[src/rtl/qpht_pkg.sv]
// ----------------------------------------------------------------------------
// qpht_pkg: shared types and constants of the quadratic probe hash table
// Field widths, operation, status and slot mark codes, register indexes and
// the request and response payload structs.
// ----------------------------------------------------------------------------
`default_nettype none

package qpht_pkg;

	localparam int MAX_SLOTS_DEF = 1024;

	localparam int MODE_W      = 2;
	localparam int KEY_W       = 31;
	localparam int STATUS_W    = 3;
	localparam int SLOT_W      = 10;
	localparam int MARK_W      = 2;
	localparam int SLOTS_CFG_W = 11;
	localparam int LOAD_CFG_W  = 7;
	localparam int CFG_IDX_W   = 2;
	localparam int CFG_DATA_W  = SLOTS_CFG_W;

	localparam int SLOTS_RESET  = 1021;
	localparam int SLOTS_MIN    = 2;
	localparam int LOAD_RESET   = 80;
	localparam int LOAD_MIN     = 1;
	localparam int LOAD_MAX     = 100;
	localparam int PERCENT_FULL = 100;

	// key mod size: restoring remainder, DIGIT_W bits per cycle
	localparam int DIGIT_W    = 4;
	localparam int KEY_PAD_W  = 32;
	localparam int HASH_STEPS = KEY_PAD_W / DIGIT_W;

	localparam logic [MODE_W-1:0] MODE_INSERT = 2'd0;
	localparam logic [MODE_W-1:0] MODE_SEARCH = 2'd1;
	localparam logic [MODE_W-1:0] MODE_REMOVE = 2'd2;

	localparam logic [STATUS_W-1:0] ST_OK          = 3'd0;
	localparam logic [STATUS_W-1:0] ST_NOT_FOUND   = 3'd1;
	localparam logic [STATUS_W-1:0] ST_DUPLICATE   = 3'd2;
	localparam logic [STATUS_W-1:0] ST_PROBE_LIMIT = 3'd3;
	localparam logic [STATUS_W-1:0] ST_LOAD_LIMIT  = 3'd4;

	localparam logic [MARK_W-1:0] MARK_EMPTY = 2'd0;
	localparam logic [MARK_W-1:0] MARK_USED  = 2'd1;
	localparam logic [MARK_W-1:0] MARK_GONE  = 2'd2;

	localparam logic [CFG_IDX_W-1:0] CFG_SLOTS      = 2'd0;
	localparam logic [CFG_IDX_W-1:0] CFG_LOAD_LIMIT = 2'd1;

	typedef struct packed {
		logic [MODE_W-1:0] mode;
		logic [KEY_W-1:0]  key;
	} req_t;

	typedef struct packed {
		logic [STATUS_W-1:0] status;
		logic [SLOT_W-1:0]   slot;
	} rsp_t;

endpackage

`default_nettype wire

[src/rtl/qpht_mod_unit.sv]
// ----------------------------------------------------------------------------
// qpht_mod_unit: home slot computation
// Key mod table size by restoring remainder, four key bits per cycle.
// done pulses for one cycle with home valid.
// ----------------------------------------------------------------------------
`default_nettype none

module qpht_mod_unit #(
	parameter int SIZE_W = 11,
	parameter int IDX_W  = 10
) (
	input  wire logic                       clk,
	input  wire logic                       arst_n,
	input  wire logic                       start,
	input  wire logic [qpht_pkg::KEY_W-1:0] key,
	input  wire logic [SIZE_W-1:0]          size,
	output logic                            done,
	output logic      [IDX_W-1:0]           home
);

	localparam int RW     = SIZE_W + 1;
	localparam int PAD_W  = qpht_pkg::KEY_PAD_W;
	localparam int DIG_W  = qpht_pkg::DIGIT_W;
	localparam int STEPS  = qpht_pkg::HASH_STEPS;
	localparam int STEP_W = $clog2(STEPS);

	logic [PAD_W-1:0]  sh_q;
	logic [RW-1:0]     rem_q;
	logic [RW-1:0]     rem_n;
	logic [STEP_W-1:0] cnt_q;
	logic              run_q;
	logic              done_q;

	always_comb begin
		rem_n = rem_q;
		for (int j = 0; j < DIG_W; j++) begin
			rem_n = {rem_n[RW-2:0], sh_q[PAD_W-1-j]};
			if (rem_n >= RW'(size)) begin
				rem_n = rem_n - RW'(size);
			end
		end
	end

	always_ff @(posedge clk or negedge arst_n) begin
		if (!arst_n) begin
			run_q  <= 1'b0;
			done_q <= 1'b0;
			cnt_q  <= '0;
		end else begin
			done_q <= 1'b0;
			if (start) begin
				run_q <= 1'b1;
				cnt_q <= '0;
			end else if (run_q) begin
				cnt_q <= cnt_q + STEP_W'(1);
				if (cnt_q == STEP_W'(STEPS - 1)) begin
					run_q  <= 1'b0;
					done_q <= 1'b1;
				end
			end
		end
	end

	always_ff @(posedge clk) begin
		if (start) begin
			sh_q  <= PAD_W'(key);
			rem_q <= '0;
		end else if (run_q) begin
			sh_q  <= sh_q << DIG_W;
			rem_q <= rem_n;
		end
	end

	assign done = done_q;
	assign home = IDX_W'(rem_q);

endmodule

`default_nettype wire

[config.mk]
export PLATFORM = sky130hd
export DESIGN_NAME = qpht_mod_unit
export DESIGN_NICKNAME = d
export VERILOG_FILES = /design/src/rtl/qpht_pkg.sv /design/src/rtl/qpht_mod_unit.sv
export SDC_FILE = /design/constraint.sdc
export NUM_CORES = 1
export LEC_CHECK = 0
export BUFFER_PORTS_ARGS = -buffer_cell sky130_fd_sc_hd__clkbuf_2
export CAP_MARGIN = 10
export CORE_MARGIN = 2
export CORE_UTILIZATION = 60
export CTS_CLUSTER_DIAMETER = 50
export CTS_CLUSTER_SIZE = 24
export DETAILED_ROUTE_END_ITERATION = 8
export HOLD_SLACK_MARGIN = 0.08
export PLACE_DENSITY = 0.91
export SLEW_MARGIN = 20
export SYNTH_ARGS = -nofsm -noshare
export SYNTH_HDL_FRONTEND = slang
export SYNTH_SLANG_ARGS = --single-unit
[constraint.sdc]
create_clock -name clk -period 10.4 [get_ports clk]
set_clock_uncertainty 0.1 [all_clocks]
set_input_delay 1.04 -clock clk [delete_from_list [all_inputs] [get_ports clk]]
set_output_delay 1.04 -clock clk [all_outputs]
set_load 0.05 [all_outputs]
==> run metrics, run 1 <==
# diodes 0; Unique masters post-synth 65; Seq/Total Area, Yosys 29.1%; Slew Viols, Final 0; CP Launch Type input pin; total core area 7210 um^2; Syn Std Cell Area 4460 um^2; die area 8130 um^2; Initial Util about three fifths; Crit path required time between 10 and 15 ns; HPWL Detailed about 9000 um; status finished, final reports clean; Post-DRT Antenna Nets 0; Via density 6.30; WS Path Type in -> reg; top_reg_cell synth edfxtp_1; syn avg cell area 9.56 um^2; grt met3 use 4.11%; grt met1 use a little over a third; First-pass DRT Iterations 7; Reg2Reg Setup Slack 1.00 ns; clock-pin slew on the worst setup and hold paths 0.09 ns; first-pass GRT wire length between 15000 and 20000 um; wire length per cell 18.9 um; Worst-Skew Late Latency ~0.30 ns; WP data arrival 9.99 ns; worst reg-to-reg path cell count 38; DR iter-0 viols 346; initial antenna violation count 0; Root Buffer clkbuf_8; CTS H-tree lvls 2; vias in the first global route 3723; Sink Count 48; Post-Layout Inst Area 4890 um^2; Hold Crit Class reg -> reg; top-area cell type share of the netlist area 20.9%; synth top area cells edfxtp_1 (21%), ha_1 (13%), mux2_2 (9.9%); Setup Viol. Count Final 0; Total Wirelength 11600 um; placer congestion estimate ~0.99; CP endpoint kind flop; period utilisation layout 95.1%; GR Util met2 47.9%; DP Worst Slack -0.224 ns; Final Instance Count excl. Fillers roughly 620; Final WS setup 0.509 ns; footprint of the multi-input gates 2910 um^2; area added between synthesis and finish 9.74%; Critical Path Fanout Max 14; post-route minimum period between 9 and 10 ns; I/O pin count 56; CTS tree done; total CTS buffers 5; vias 3882; pin count of the biggest net entering global routing 44; Least-Margin Pin Slew 0.890 ns; slowest CP cell fa_1; crit path launch size[0]; FF+latch count, synth 48; most frequent cells in the layout clkbuf_2 (55), ha_1 (46), mux2_2 (39), nor2_1 (33), edfxtp_1 (31); die height 90.2 um; Post-Syn Instances between 400 and 500; max cap viols 0; GRT Util Overall between 20% and 30%; row cnt 31; synth warn 0; Max Root-Sink Buffers 2; capture point of the worst path rem_q[9]; Die Width between 90 and 100 um; port bufs 55; Most Crowded Layer GR met2; commonest non-fill, non-tap cell in the layout clkbuf_2; Final Util 67.8%; Post-Syn Nets 561; Post-synth EDFFs 31; final hold vios 0; Final Net Count slightly above 600; share of layout cells above drive strength 1 24.6%; critical path's largest stage delay 0.51 ns; worst reg2reg startpoint sh_q[31]; DP Area 4730 um^2; Synth async-reset ratio 10.4%; fillers 590; cell taking the most area after synthesis edfxtp_1; worst r2r dst rem_q[9]; worst relative slew slack 40.7%; gr ovfl total 0; Seq. cell area between 1000 and 1500 um^2; cell count after placement 601; Peak Freq 101 MHz; drt drc 0; hold_buf cts 0
-- synthesized netlist by cell type (7+ instances only) --
master / count
a211oi_1: 7
a21oi_1: 20
buf_4: 10
clkbuf_1: 7
dfxtp_1: 12
edfxtp_1: 31
ha_1: 46
inv_1: 30
mux2_2: 39
mux2i_1: 11
nand2_1: 27
nand2b_1: 8
nand4_1: 7
nor2_1: 33
nor2b_1: 7
o21a_1: 7
o21ai_0: 23
o21ai_1: 12
xnor2_1: 19
-- stage by stage --
stage,TNS [ns],hold WS (ns)
after floorplan,0,0.356
after global placement,0,0.376
final,0,0.402
after global routing,-0.0304,0.426
after CTS,0,0.412
after detailed placement,-1.18,0.389
-- worst max-delay path: cells and delay by family --
kind | cells | cell delay, ns
compound gates | 21 | 5.09
fa+ha+maj | 5 | 1.84
buf+inv | 3 | 0.49
mux | 1 | 0.35
simple gates | 8 | 1.16
-- what timing repair did --
action | 4_1_cts | 5_1_grt
gates resized for setup | 0 | 7
setup endpoints to repair | 0 | 11
buffers inserted | 0 | 7
-- worst min path at each step --
stage          startpoint        to  slack, ns  cells past startpoint
2_1_floorplan    sh_q[27]  sh_q[31]       0.36                      2
3_3_place_gp     sh_q[27]  sh_q[31]       0.38                      2
3_5_place_dp     sh_q[27]  sh_q[31]       0.39                      2
4_1_cts          sh_q[27]  sh_q[31]       0.41                      2
5_1_grt            arst_n      done       0.43                      1
6_report         sh_q[27]  sh_q[31]       0.40                      2
-- layer usage --
metal  vias up  wire length [um]
li1       1821                 -
met1      1831              4710
met2       191              5610
met3        39               901
met4         0               406
met5         -                 0
-- sequential cells by signal, indices dropped and copies added (netlist names) --
name,flops
done,1
rem_q,11
run_q,1
cnt_q,3
sh_q,32
-- final cells by class --
cell class / instances / area share [%]
clock inverters: 3 / 0.384
multi-input cells: 364 / 59.6
inverters: 32 / 2.46
well taps: 99 / 2.53
flip-flops and latches: 48 / 26.5
clock buffers: 5 / 1.41
repair buffers: 65 / 7.16
-- kinds of logic (layout without fill, tap and decap cells) --
logic type | Yosys count | after routing | synth area share (%)
adders and majority gates | 50 | 50 | 14.7
buffers and inverters | 54 | 105 | 5.95
DFF | 48 | 48 | 29.1
and+or+nand+nor | 118 | 118 | 13.7
AOI/OAI and AO/OA | 115 | 115 | 17.8
muxes | 56 | 56 | 13.8
xor gates and xnor gates | 25 | 25 | 4.91
Power of run 1 is left out: the tool's default activity adds up to more than one toggle a clock period on the data nets, which glitch-free logic cannot reach.
==> run 2, diff against run 1 <==
ABC_AREA = 1   (was unset)
==> run metrics, run 2 <==
commonest non-fill, non-tap cell in the layout nand2_1; gr ovfl total 0 (unchanged); post-synthesis share of cell area spent on xor and xnor gates 5.61% (+0.69 points); cell taking the most area after synthesis nand2_1; Top reg by flops sh_q; Synth async-reset ratio 10.4% (unchanged); critical path's largest stage delay 0.38 ns (-0.13 ns); Total Wirelength 12200 um (+5.0%); Die Width 93.8 um (+4.0%); status finished, final reports clean; Synth Area in Simple Gates 35.5% (+22 points); I/O pin count 56 (unchanged); Crit path top cell by count nand2_1; fraction of the mapped netlist area in compound gates 7.60% (-10 points); period utilisation layout 78.2% (-17 points); Syn Std Cell Area 4840 um^2 (+8.6%); die area 8810 um^2 (+8.3%); post-CTS setup buffer count 0 (unchanged); top flop regs sh_q (32), rem_q (11), cnt_q (3); worst relative slew slack 41.9% (+1.2 points); First-pass DRT Iterations 5 (-2); drt drc 0 (unchanged); Post-DRT Antenna Nets 0 (unchanged); Final Net Count 845 (+38%); synth warn 0 (unchanged); Root Buffer clkbuf_8; DR iter-0 viols 368 (+6.4%); Unique masters post-synth 43 (-34%); post-route minimum period 8.13 ns (-1.76 ns); Setup Viol. Count Final 0 (unchanged); post-synthesis mux area share 0% (-14 points); area added between synthesis and finish 7.98%; share of layout cells above drive strength 1 12.0% (-13 points); Crit path required time 10.50 ns (about the same); Post-Synth Adder-Cell Area 13.5% (-1.2 points); Peak Freq 123 MHz (+22%); row cnt 32 (+3.2%); wire length per cell 14.3 um (-24%); CTS H-tree lvls 2 (unchanged); largest family of logic cells by synthesized area simple AND/OR/NAND/NOR gates; Sink Count 48 (unchanged); Worst-Skew Late Latency 0.30 ns (about the same); Worst path top cell family by delay simple AND/OR/NAND/NOR gates; CTS resizes 0 (unchanged); CP endpoint kind flop; port bufs 55 (unchanged); Post-synth EDFFs 31 (unchanged); hold_buf cts 0 (unchanged); max cap viols 0 (unchanged); RSZ-0062 raised after global routing false; Critical Path Fanout Max 20 (+6); Via density 5.50 (-13%); slowest CP cell or2_2; CP bufs+invs 7 (+4); Post-Layout Inst Area 5230 um^2 (+6.9%); # diodes 0 (unchanged); Largest register FFs 32 (unchanged); DP Area 5100 um^2 (+7.8%); FF+latch count, synth 48 (unchanged); CTS tree done; fillers 690 (+17%); first-pass GRT wire length 20200 um (+12%); syn avg cell area 6.81 um^2 (-29%); WP data arrival 8.23 ns (-1.76 ns); GRT Util Overall 29.0% (+1.2 points); Final WS setup 2.27 ns (+1.76 ns); Post-Syn Instances 711 (+53%); CP Launch Type input pin; die height 93.8 um (+4.0%); Max Root-Sink Buffers 2 (unchanged); WS Path Type in -> reg; total CTS buffers 5 (unchanged); top-count cell post-synth nand2_1; most frequent cells in the layout nand2_1 (262), inv_1 (99), clkbuf_2 (55), ha_1 (46), nand3_1 (41); Hold Crit Class reg -> reg; clock-pin slew on the worst setup and hold paths 0.09 ns (about the same); DP Worst Slack 2.11 ns (+2.33 ns); synth cell count leaders nand2_1 (262), inv_1 (100), ha_1 (46); pin count of the biggest net entering global routing 37 (-16%); vias in the first global route 4452 (+20%); top_reg_cell synth edfxtp_1; synth top area cells nand2_1 (20%), edfxtp_1 (19%), ha_1 (12%); placer congestion estimate 1.07 (+7.9%); total core area 7770 um^2 (+7.7%); Seq/Total Area, Yosys 26.8% (-2.3 points); initial antenna violation count 0 (unchanged); Slew Viols, Final 0 (unchanged); final hold vios 0 (unchanged); setup TNS 0 ns (unchanged); Least-Margin Pin Slew 0.868 ns (-0.0215 ns); top-area cell type share of the netlist area 20.3% (-0.58 points); Initial Util 62.3% (+0.56 points); vias 4692 (+21%); Post-Syn Nets 806 (+44%); HPWL Detailed 9800 um (+8.7%)
-- run 2: final timing paths --
kind / from / endpoint / slack, ns / depth (start not counted)
setup / recovery: size[7] / rem_q[7] / 2.27 / 44
hold / removal: sh_q[27] / sh_q[31] / 0.37 / 2
setup reg to reg: sh_q[31] / rem_q[7] / 2.79 / 42
hold reg to reg: sh_q[27] / sh_q[31] / 0.37 / 2
max in group asynchronous: arst_n / done / 9.62 / 1
min in group asynchronous: arst_n / cnt_q[2] / 0.44 / 1
-- run 2: layout make-up --
type	count	area (um^2)	share of cell area [%]
sequential	48	1300	24.8
timing repair buffer	56	283	5.41
clock buffer	7	97.6	1.87
tap	102	128	2.44
clock inverter	1	30.0	0.574
multi-input combinational	537	3010	57.6
inverter	102	383	7.32
-- run 2: through the flow --
step,std cells,util [%],hold WS (ns)
floorplan,711,-,0.322
global placement,845,65.7,0.340
detailed placement,845,65.7,0.348
CTS,853,67.3,0.375
global route,853,67.3,0.400
finish,853,67.3,0.370
-- run 2: logic make-up (layout without fill, tap and decap cells) --
group	Yosys count	count (layout)
buffers and inverters	126	166
AND/OR/NAND/NOR	390	390
flip-flops	48	48
XOR/XNOR	31	31
adder cells (fa/ha/maj)	50	50
AO/OA/AOI/OAI	66	66
-- run 2: worst min-delay path: cells and delay by family (launching register included) --
family / cells / cell delay (ns)
AO/OA/AOI/OAI: 1 / 0.06
AND/OR/NAND/NOR: 1 / 0.05
flip-flops: 1 / 0.33
-- run 2: routing by layer --
layer | vias to the layer above | wire length [um] | track usage, %
met3 | 41 | 979 | 5.22
met4 | 0 | 440 | 12.3
met5 | - | 0 | 0
li1 | 2345 | - | -
met2 | 223 | 5440 | 45.8
met1 | 2083 | 5360 | 38.9
Power of run 2 is left out for the same reason.
