<file path="src/rtl/qpht_probe_gen.sv">
// ----------------------------------------------------------------------------
// qpht_probe_gen: quadratic probe address generator
// Steps (home + i*i) mod size incrementally: the address grows by 2i+1 and
// the step by 2, each kept below size by one compare and subtract.
// ----------------------------------------------------------------------------
`default_nettype none

module qpht_probe_gen #(
	parameter int SIZE_W = 11,
	parameter int IDX_W  = 10
) (
	input  wire logic              clk,
	input  wire logic              load,
	input  wire logic              advance,
	input  wire logic [IDX_W-1:0]  home,
	input  wire logic [SIZE_W-1:0] size,
	output logic      [IDX_W-1:0]  addr
);

	localparam int PW = IDX_W + 1;

	logic [IDX_W-1:0] p_q;
	logic [IDX_W-1:0] d_q;
	logic [PW-1:0]    p_sum;
	logic [PW-1:0]    d_sum;

	always_comb begin
		p_sum = PW'(p_q) + PW'(d_q);
		if (p_sum >= PW'(size)) begin
			p_sum = p_sum - PW'(size);
		end
		d_sum = PW'(d_q) + PW'(2);
		if (d_sum >= PW'(size)) begin
			d_sum = d_sum - PW'(size);
		end
	end

	always_ff @(posedge clk) begin
		if (load) begin
			p_q <= home;
			d_q <= IDX_W'(1);
		end else if (advance) begin
			p_q <= IDX_W'(p_sum);
			d_q <= IDX_W'(d_sum);
		end
	end

	assign addr = p_q;

endmodule

`default_nettype wire

</file>
<file path="config.mk">
export PLATFORM = sky130hd
export DESIGN_NAME = qpht_probe_gen
export DESIGN_NICKNAME = d
export VERILOG_FILES = /design/src/rtl/qpht_probe_gen.sv
export SDC_FILE = /design/constraint.sdc
export NUM_CORES = 1
export LEC_CHECK = 0
export ABC_AREA = 1
export BUFFER_PORTS_ARGS = -buffer_cell sky130_fd_sc_hd__buf_2
export CELL_PAD_IN_SITES_DETAIL_PLACEMENT = 0
export CELL_PAD_IN_SITES_GLOBAL_PLACEMENT = 1
export CORE_MARGIN = 5
export CORE_UTILIZATION = 38
export CTS_CLUSTER_DIAMETER = 150
export DETAILED_ROUTE_END_ITERATION = 8
export PLACE_DENSITY = 0.87
export SLEW_MARGIN = 15
export SYNTH_ARGS = -nofsm -noshare
export SYNTH_HDL_FRONTEND = slang
export SYNTH_SLANG_ARGS = --single-unit
</file>
<file path="constraint.sdc">
create_clock -name clk -period 2.95 [get_ports clk]
set_input_delay 0.4425 -clock clk [delete_from_list [all_inputs] [get_ports clk]]
set_output_delay 0.4425 -clock clk [all_outputs]
set_load 0.05 [all_outputs]
</file>
==> results of run 1 <==
cells in the final DEF, fill, tap and decap left out, types with 2 or more instances in the layout:
master and n:
sky130_fd_sc_hd__o21a_1 2, sky130_fd_sc_hd__nand3_1 35, sky130_fd_sc_hd__nand3_2 11, sky130_fd_sc_hd__ha_1 26, sky130_fd_sc_hd__clkbuf_8 3, sky130_fd_sc_hd__xnor2_1 9, sky130_fd_sc_hd__nand2_1 135, sky130_fd_sc_hd__nor2_2 2
sky130_fd_sc_hd__ha_4 7, sky130_fd_sc_hd__edfxtp_1 10, sky130_fd_sc_hd__a21oi_2 3, sky130_fd_sc_hd__buf_4 28, sky130_fd_sc_hd__o21ai_1 5, sky130_fd_sc_hd__nor2_4 5, sky130_fd_sc_hd__inv_2 6, sky130_fd_sc_hd__o21bai_1 3
sky130_fd_sc_hd__inv_1 79, sky130_fd_sc_hd__nor3_1 2, sky130_fd_sc_hd__nand3b_1 2, sky130_fd_sc_hd__nand2_4 8, sky130_fd_sc_hd__buf_6 2, sky130_fd_sc_hd__dfxtp_1 9, sky130_fd_sc_hd__a21oi_1 12, sky130_fd_sc_hd__nor2_1 19
sky130_fd_sc_hd__buf_2 33, sky130_fd_sc_hd__xor2_1 5, sky130_fd_sc_hd__a21oi_4 2, sky130_fd_sc_hd__fa_1 2, sky130_fd_sc_hd__nand3_4 2, sky130_fd_sc_hd__o21ai_2 5, sky130_fd_sc_hd__nand2_2 27, sky130_fd_sc_hd__nand4_1 13
metrics by stage:
step	instances	total power, uW	hold slack [ns]	setup TNS [ns]
after floorplan	461	1230	0.459	-1.00
after global placement	619	1580	0.493	-0.0271
after detailed placement	619	1590	0.500	-0.329
after CTS	623	1870	0.454	0
after global routing	626	2200	0.447	-1.57
final	626	2060	0.448	-0.192
layout make-up:
cell class                      count  area share
Clock buffer                        4      0.0174
Timing Repair Buffer               64       0.110
Tap cell                           99      0.0325
Inverter                           87      0.0891
Sequential cell                    20       0.132
Multi-Input combinational cell    352       0.619
flip-flops by register name, summed over array words and instances (netlist names):
signal and flops:
addr 10, d_q 10
what timing repair did:
item	4_1_cts	5_1_grt
buffers inserted	0	2
setup endpoints to repair	10	15
hold buffers	0	0
endpoints found under the hold margin	0	0
resized for setup	8	56
cloned	0	1
pin swaps	1	28
metal layers:
layer | GRT usage | share of wire | vias to the layer above
met4 | 0.0605 | 0.020 | 0
met3 | 0.0108 | 0.036 | 8
met5 | 0 | 0 | -
met1 | 0.244 | 0.48 | 1413
li1 | - | - | 1607
met2 | 0.282 | 0.47 | 71
power by group through the flow:
stage	Clock [uW]	Combinational (uW)	Sequential (uW)
5_1_grt	266	1570	364
3_3_place_gp	0	1210	365
4_1_cts	250	1260	362
6_report	248	1450	361
3_5_place_dp	0	1230	365
2_1_floorplan	0	758	471
cell families after synthesis:
family | count (synthesis)
AOI/OAI and AO/OA | 36
xor gates and xnor gates | 15
adders and majority gates | 36
buffers and inverters | 90
DFF | 20
and+or+nand+nor | 264
critical path, stage by stage (launching register included):
cell                       delay, ns
sky130_fd_sc_hd__edfxtp_1       0.39
sky130_fd_sc_hd__ha_4           0.16
sky130_fd_sc_hd__inv_2          0.04
sky130_fd_sc_hd__fa_2           0.43
sky130_fd_sc_hd__o21ai_4        0.21
sky130_fd_sc_hd__nand2_2        0.09
sky130_fd_sc_hd__nand2_2        0.07
sky130_fd_sc_hd__nand2_2        0.06
sky130_fd_sc_hd__a21oi_2        0.11
sky130_fd_sc_hd__or2_4          0.13
sky130_fd_sc_hd__ha_4           0.20
sky130_fd_sc_hd__nand2_4        0.07
sky130_fd_sc_hd__inv_2          0.05
sky130_fd_sc_hd__nand2_2        0.06
sky130_fd_sc_hd__nand2_2        0.06
sky130_fd_sc_hd__nor2_4         0.21
sky130_fd_sc_hd__nand2_4        0.09
sky130_fd_sc_hd__buf_6          0.13
sky130_fd_sc_hd__o211ai_4       0.16
sky130_fd_sc_hd__nand2_1        0.09
final timing paths:
kind | start | end | slack, ns | cells past startpoint
worst min-delay path | home[8] | addr[8] | 0.45 | 3
worst max-delay path | addr[0] | addr[2] | -0.09 | 19
worst min register to register | d_q[0] | d_q[0] | 0.51 | 2
worst max register to register | addr[0] | addr[2] | -0.09 | 19
==> Implementation_results.wiki, run 1 <==
{| class="wikitable"
! Metric !! Value
|-
| Number of nets in the layout || 588
|-
| Type of the most critical hold path || input port to register
|-
| Number of detailed-route iterations in the first pass || 4
|-
| Sequential cell area in the final layout || 504 um^2
|-
| Initial antenna violation count || 0
|-
| Number of library cell types mapped by synthesis || 34
|-
| Synthesized netlist cell count || 461
|-
| Wire per inst || 13.6 um
|-
| Clock tree from TritonCTS || yes
|-
| Clock Sink Count || 20
|-
| Most frequent cell after synthesis || sky130_fd_sc_hd__nand2_1
|-
| Maximum buffer depth of the clock tree || 2
|-
| CTS Root Buffer Type || sky130_fd_sc_hd__clkbuf_8
|-
| Critical path capture point type || register
|-
| Global-route usage over all layers || 0.174
|-
| Number of diodes || 0
|-
| Share of power burned in combinational logic || 0.704
|-
| Total CTS buffers || 3
|-
| Max-slew violation total from the final report || 0
|-
| Antenna-violating nets left || 0
|-
| Share of synthesized cell area in and, or, nand and nor gates || 0.415
|-
| Die outline area || 0.00939 mm^2
|-
| H-tree depth || 1
|-
| Remaining Overflow, GRT || 0
|-
| Worst IR Drop VDD || 334 uV
|-
| Wire length of the first global-routing pass || 13800 um
|-
| Synthesized-area fraction occupied by adder cells || 0.165
|-
| Placer Congestion || 0.881
|-
| Sort of element at the start of the critical path || register
|-
| Share of power burned in registers || 0.176
|-
| Area of the multi-input gates || 0.00236 mm^2
|-
| Die width || 96.9 um
|-
| Core occupancy in the finished layout || 0.522
|-
| Synthesized-area fraction occupied by ao, oa, aoi and oai cells || 0.0772
|-
| Via count normalized by instance count || 4.95
|-
| Number of remaining DRC errors || 0
|-
| Final WL || 8490 um
|-
| Max Cap Viol || 0
|-
| Share of cells above drive strength 1 || 0.294
|-
| Psw || 999 uW
|-
| CP max FO || 4
|-
| Number of synthesized register bits || 20
|-
| EDFF count, synth || 10
|-
| Top-area cell type share of the netlist area || 0.209
|-
| Clock transition at path regs || 0.08 ns
|-
| CORE AREA || 0.00729 mm^2
|-
| Required time at the endpoint of the critical path || 2.97 ns
|-
| Post-route minimum period || 3.04 ns
|-
| Post-Syn Area per Cell || 6.23 um^2
|-
| Count of vias placed by the detailed router || 3099
|-
| Maximum number of pins on one net before global-route repair || 16
|-
| Starting Density || 0.394
|-
| Static Leakage || 0.00210 uW
|-
| Final Cell Area || 0.00381 mm^2
|-
| Fraction of registers with async set/reset || 0
|-
| Synthesized area || 0.00287 mm^2
|-
| Synthesis warning total || 0
|-
| Syn-to-layout area delta || 32.7%
|-
| Post-synth top cells || 160 x sky130_fd_sc_hd__nand2_1, 84 x sky130_fd_sc_hd__inv_1, 40 x sky130_fd_sc_hd__nand3_1, 33 x sky130_fd_sc_hd__ha_1, 24 x sky130_fd_sc_hd__nor2_1
|-
| Share of power burned in the clock network || 0.120
|-
| Setup skew after layout || 0.00549 ns
|-
| Instance area at placement || 0.00344 mm^2
|-
| Sequential element share of the synthesized area || 0.174
|-
| Slew at the pin closest to its max-slew limit || 0.514 ns
|-
| Cell area power density || 540 mW/mm^2
|-
| Final number of setup-violating endpoints || 6
|-
| Outcome || complete, but fails checks
|-
| Final WS setup || -0.0924 ns
|-
| Post-place setup slack || -0.0999 ns
|-
| Filler Cells Inserted || 748
|-
| Worst-Skew Late Latency || 0.26 ns
|-
| Total nets after synthesis || 521
|-
| Critical setup path kind || register to register
|-
| Leading register cell type out of synthesis || sky130_fd_sc_hd__edfxtp_1
|-
| Internal power of the cells || 1060 uW
|-
| Final Hold Vio Count || 0
|-
| Synth top area cells || sky130_fd_sc_hd__nand2_1 21%, sky130_fd_sc_hd__ha_1 14%, sky130_fd_sc_hd__inv_1 11%, sky130_fd_sc_hd__edfxtp_1 10%, sky130_fd_sc_hd__dfxtp_1 7.0%
|-
| Worst max-slew margin expressed relative to the limit || 0.657
|-
| Achievable frequency || 329 MHz
|-
| Multiplexer share of the synthesized area || 0
|-
| Yosys top cell by area || sky130_fd_sc_hd__nand2_1
|-
| Vias in the first global route || 2930
|-
| Switching Share || 0.486
|-
| Largest family of logic cells by synthesized area || simple AND/OR/NAND/NOR gates
|-
| Xor/xnor cell area share of the yosys netlist || 0.0458
|-
| Post-detail-place hpwl || 7110 um
|-
| Tcrit/Tclk final || 1.03
|-
| DRC marker count from the first detailed-route iteration || 178
|-
| Violations in the final reports || negative setup slack
|-
| Unrepaired setup endpoints after global routing || yes
|-
| I/O pin cnt || 34
|-
| Site row count || 31
|-
| Vertical die dimension || 96.9 um
|-
| Signal arrival time at the worst endpoint || 3.06 ns
|-
| Buffers added on ports || 33
|}
(Power assumes the default switching activity.)
==> run 2: changes to the inputs <==
--- a/config.mk
+++ b/config.mk
@@ -10,10 +10,12 @@
 export CELL_PAD_IN_SITES_DETAIL_PLACEMENT = 0
 export CELL_PAD_IN_SITES_GLOBAL_PLACEMENT = 1
 export CORE_MARGIN = 5
-export CORE_UTILIZATION = 38
+export CORE_UTILIZATION = 39
+export CTS_BUF_LIST = sky130_fd_sc_hd__clkbuf_4 sky130_fd_sc_hd__clkbuf_8
 export CTS_CLUSTER_DIAMETER = 150
 export DETAILED_ROUTE_END_ITERATION = 8
-export PLACE_DENSITY = 0.87
+export MAX_ROUTING_LAYER = met4
+export PLACE_DENSITY = 0.89
 export SLEW_MARGIN = 15
 export SYNTH_ARGS = -nofsm -noshare
 export SYNTH_HDL_FRONTEND = slang
==> Implementation_results.wiki, run 2 (same netlist as run 1, synthesis figures left out) <==
{| class="wikitable"
! Metric !! Value
|-
| Outcome || complete, but fails checks
|-
| Violations in the final reports || negative setup slack
|-
| Tcrit/Tclk final || 1.03
|-
| Slew at the pin closest to its max-slew limit || 0.513 ns
|-
| Final Hold Vio Count || 0
|-
| Number of nets in the layout || 589
|-
| Vertical die dimension || 95.8 um
|-
| Worst setup slack for register-to-register paths || -0.1 ns
|-
| Critical setup path kind || register to register
|-
| RR Startpoint || d_q[0]
|-
| Switching Share || 0.482
|-
| Maximum number of pins on one net before global-route repair || 16
|-
| Sort of element at the start of the critical path || register
|-
| Most frequent standard cell in the layout excluding fill and tap cells || sky130_fd_sc_hd__nand2_1
|-
| Placer Congestion || 0.883
|-
| Static Leakage || 0.00206 uW
|-
| Type of the most critical hold path || input port to register
|-
| Top library cells by usage in the layout, fill and taps aside || 142 x sky130_fd_sc_hd__nand2_1, 81 x sky130_fd_sc_hd__inv_1, 37 x sky130_fd_sc_hd__nand3_1, 33 x sky130_fd_sc_hd__buf_2, 31 x sky130_fd_sc_hd__buf_4
|-
| Total CTS buffers || 3
|-
| Buffers added on ports || 33
|-
| Internal power of the cells || 1000 uW
|-
| Clock Sink Count || 20
|-
| H-tree depth || 1
|-
| Vias in the first global route || 2896
|-
| Initial antenna violation count || 0
|-
| Share of power burned in combinational logic || 0.713
|-
| Die width || 95.8 um
|-
| Launch point of the worst path || d_q[0]
|-
| Site row count || 31
|-
| Achievable frequency || 328 MHz
|-
| Placed Cells || 617
|-
| Wire per inst || 13.4 um
|-
| Worst-Skew Late Latency || 0.26 ns
|-
| CORE AREA || 0.00721 mm^2
|-
| Die outline area || 0.00918 mm^2
|-
| Post-route minimum period || 3.05 ns
|-
| Share of power burned in registers || 0.187
|-
| Sum Neg Setup Slack || -0.543 ns
|-
| DRC marker count from the first detailed-route iteration || 162
|-
| Final WS setup || -0.0952 ns
|-
| Count of hold-fix buffers inserted at cts || 0
|-
| Clock transition at path regs || 0.08 ns
|-
| Max Cap Viol || 0
|-
| Remaining Overflow, GRT || 0
|-
| Worst reg2reg endpoint || addr[3]
|-
| Share of cells above drive strength 1 || 0.273
|-
| Area of the multi-input gates || 0.00229 mm^2
|-
| I/O pin cnt || 34
|-
| Number of cells traversed by the worst register-to-register path || 19
|-
| CTS Root Buffer Type || sky130_fd_sc_hd__clkbuf_8
|-
| Antenna-violating nets left || 0
|-
| Count of vias placed by the detailed router || 3086
|-
| Critical path capture point type || register
|-
| Signal arrival time at the worst endpoint || 3.06 ns
|-
| Cell area power density || 523 mW/mm^2
|-
| PnR Total Power || 1940 uW
|-
| Max-slew violation total from the final report || 0
|-
| Worst Setup EP || addr[3]
|-
| Clock tree from TritonCTS || yes
|-
| Wire length of the first global-routing pass || 13500 um
|-
| Syn-to-layout area delta || 29.1%
|-
| Share of power burned in the clock network || 0.100
|-
| Global-route usage over all layers || 0.191
|-
| Maximum buffer depth of the clock tree || 2
|-
| Unrepaired setup endpoints after global routing || yes
|-
| Number of remaining DRC errors || 0
|-
| Worst IR Drop VDD || 442 uV
|-
| Filler Cells Inserted || 735
|-
| Final number of setup-violating endpoints || 9
|-
| Final WL || 8410 um
|-
| Psw || 935 uW
|-
| Count of non-filler cells in the finished layout || 627
|-
| CP max FO || 7
|-
| Post-detail-place hpwl || 6930 um
|-
| Number of detailed-route iterations in the first pass || 4
|-
| Setup skew after layout || 0.00849 ns
|-
| Via count normalized by instance count || 4.92
|-
| Number of diodes || 0
|-
| Sequential cell area in the final layout || 500 um^2
|-
| Starting Density || 0.398
|-
| Required time at the endpoint of the critical path || 2.96 ns
|-
| Worst max-slew margin expressed relative to the limit || 0.658
|}
-- run 2: cell count changes in the layout (fill, tap and decap cells not counted), moves of 3 or more --
cell                      change
sky130_fd_sc_hd__buf_4        +3
sky130_fd_sc_hd__nand2_2      -5
sky130_fd_sc_hd__nor2_4       -3
sky130_fd_sc_hd__nand2_1      +7
-- run 2: worst min path at each step --
stage              end  startpoint  cells after the start
3_3_place_gp    d_q[9]      d_q[9]                      2
6_report       addr[8]     home[8]                      3
5_1_grt        addr[8]     home[8]                      3
4_1_cts        addr[8]     home[8]                      3
3_5_place_dp    d_q[9]      d_q[9]                      2
2_1_floorplan   d_q[0]      d_q[0]                      2
-- run 2: cell type report --
cell class	count	area share
sequential	20	0.135
clock buffer	4	0.0132
timing repair buffer	65	0.110
multi-input combinational	352	0.618
tap	99	0.0334
inverter	87	0.0901
-- run 2: power groups by stage --
stage                     clock network [uW]  logic (uW)  registers (uW)
after global placement                     0        1200             363
after CTS                                196        1260             363
final                                    194        1380             363
after global routing                     209        1510             367
after detailed placement                   0        1210             365
after floorplan                            0         758             471
-- run 2: routing by layer --
| metal | global-route usage | vias up | routed length, um |
|---|---|---|---|
| li1 | - | 1598 | - |
| met5 | - | - | 0 |
| met1 | 0.256 | 1406 | 4000 |
| met3 | 0.00704 | 16 | 323 |
| met2 | 0.316 | 66 | 3860 |
| met4 | 0.0509 | 0 | 225 |
-- run 2: through the flow --
step	hold WS (ns)	setup WS (ns)	util	area, um^2
2_1_floorplan	0.459	-0.124	-	2950
3_3_place_gp	0.526	-0.00724	0.473	3420
3_5_place_dp	0.526	-0.0985	0.473	3420
4_1_cts	0.449	0.0116	0.494	3560
5_1_grt	0.453	-0.250	0.514	3710
6_report	0.445	-0.0952	0.514	3710
-- run 2: what timing repair did --
item                       in CTS  in global routing
pin swaps                       2                 20
setup buffers                   3                  2
gates resized for setup        10                 31
cloned                          1                  0
setup endpoints to repair       8                 18
-- run 2: critical path: stages, from the launching register on --
cell and delay [ns]:
sky130_fd_sc_hd__dfxtp_1 0.35, sky130_fd_sc_hd__ha_2 0.20, sky130_fd_sc_hd__inv_2 0.04, sky130_fd_sc_hd__fa_2 0.41, sky130_fd_sc_hd__o21ai_4 0.21, sky130_fd_sc_hd__nand2_2 0.09, sky130_fd_sc_hd__nand2_2 0.08, sky130_fd_sc_hd__nand2_2 0.07
sky130_fd_sc_hd__a21oi_2 0.14, sky130_fd_sc_hd__or2_4 0.14, sky130_fd_sc_hd__ha_4 0.20, sky130_fd_sc_hd__nand2_4 0.06, sky130_fd_sc_hd__inv_2 0.05, sky130_fd_sc_hd__nand2_2 0.06, sky130_fd_sc_hd__nand2_2 0.06, sky130_fd_sc_hd__nor2_4 0.20
sky130_fd_sc_hd__nand2_8 0.11, sky130_fd_sc_hd__buf_6 0.14, sky130_fd_sc_hd__o21ai_4 0.11, sky130_fd_sc_hd__o21ai_2 0.06
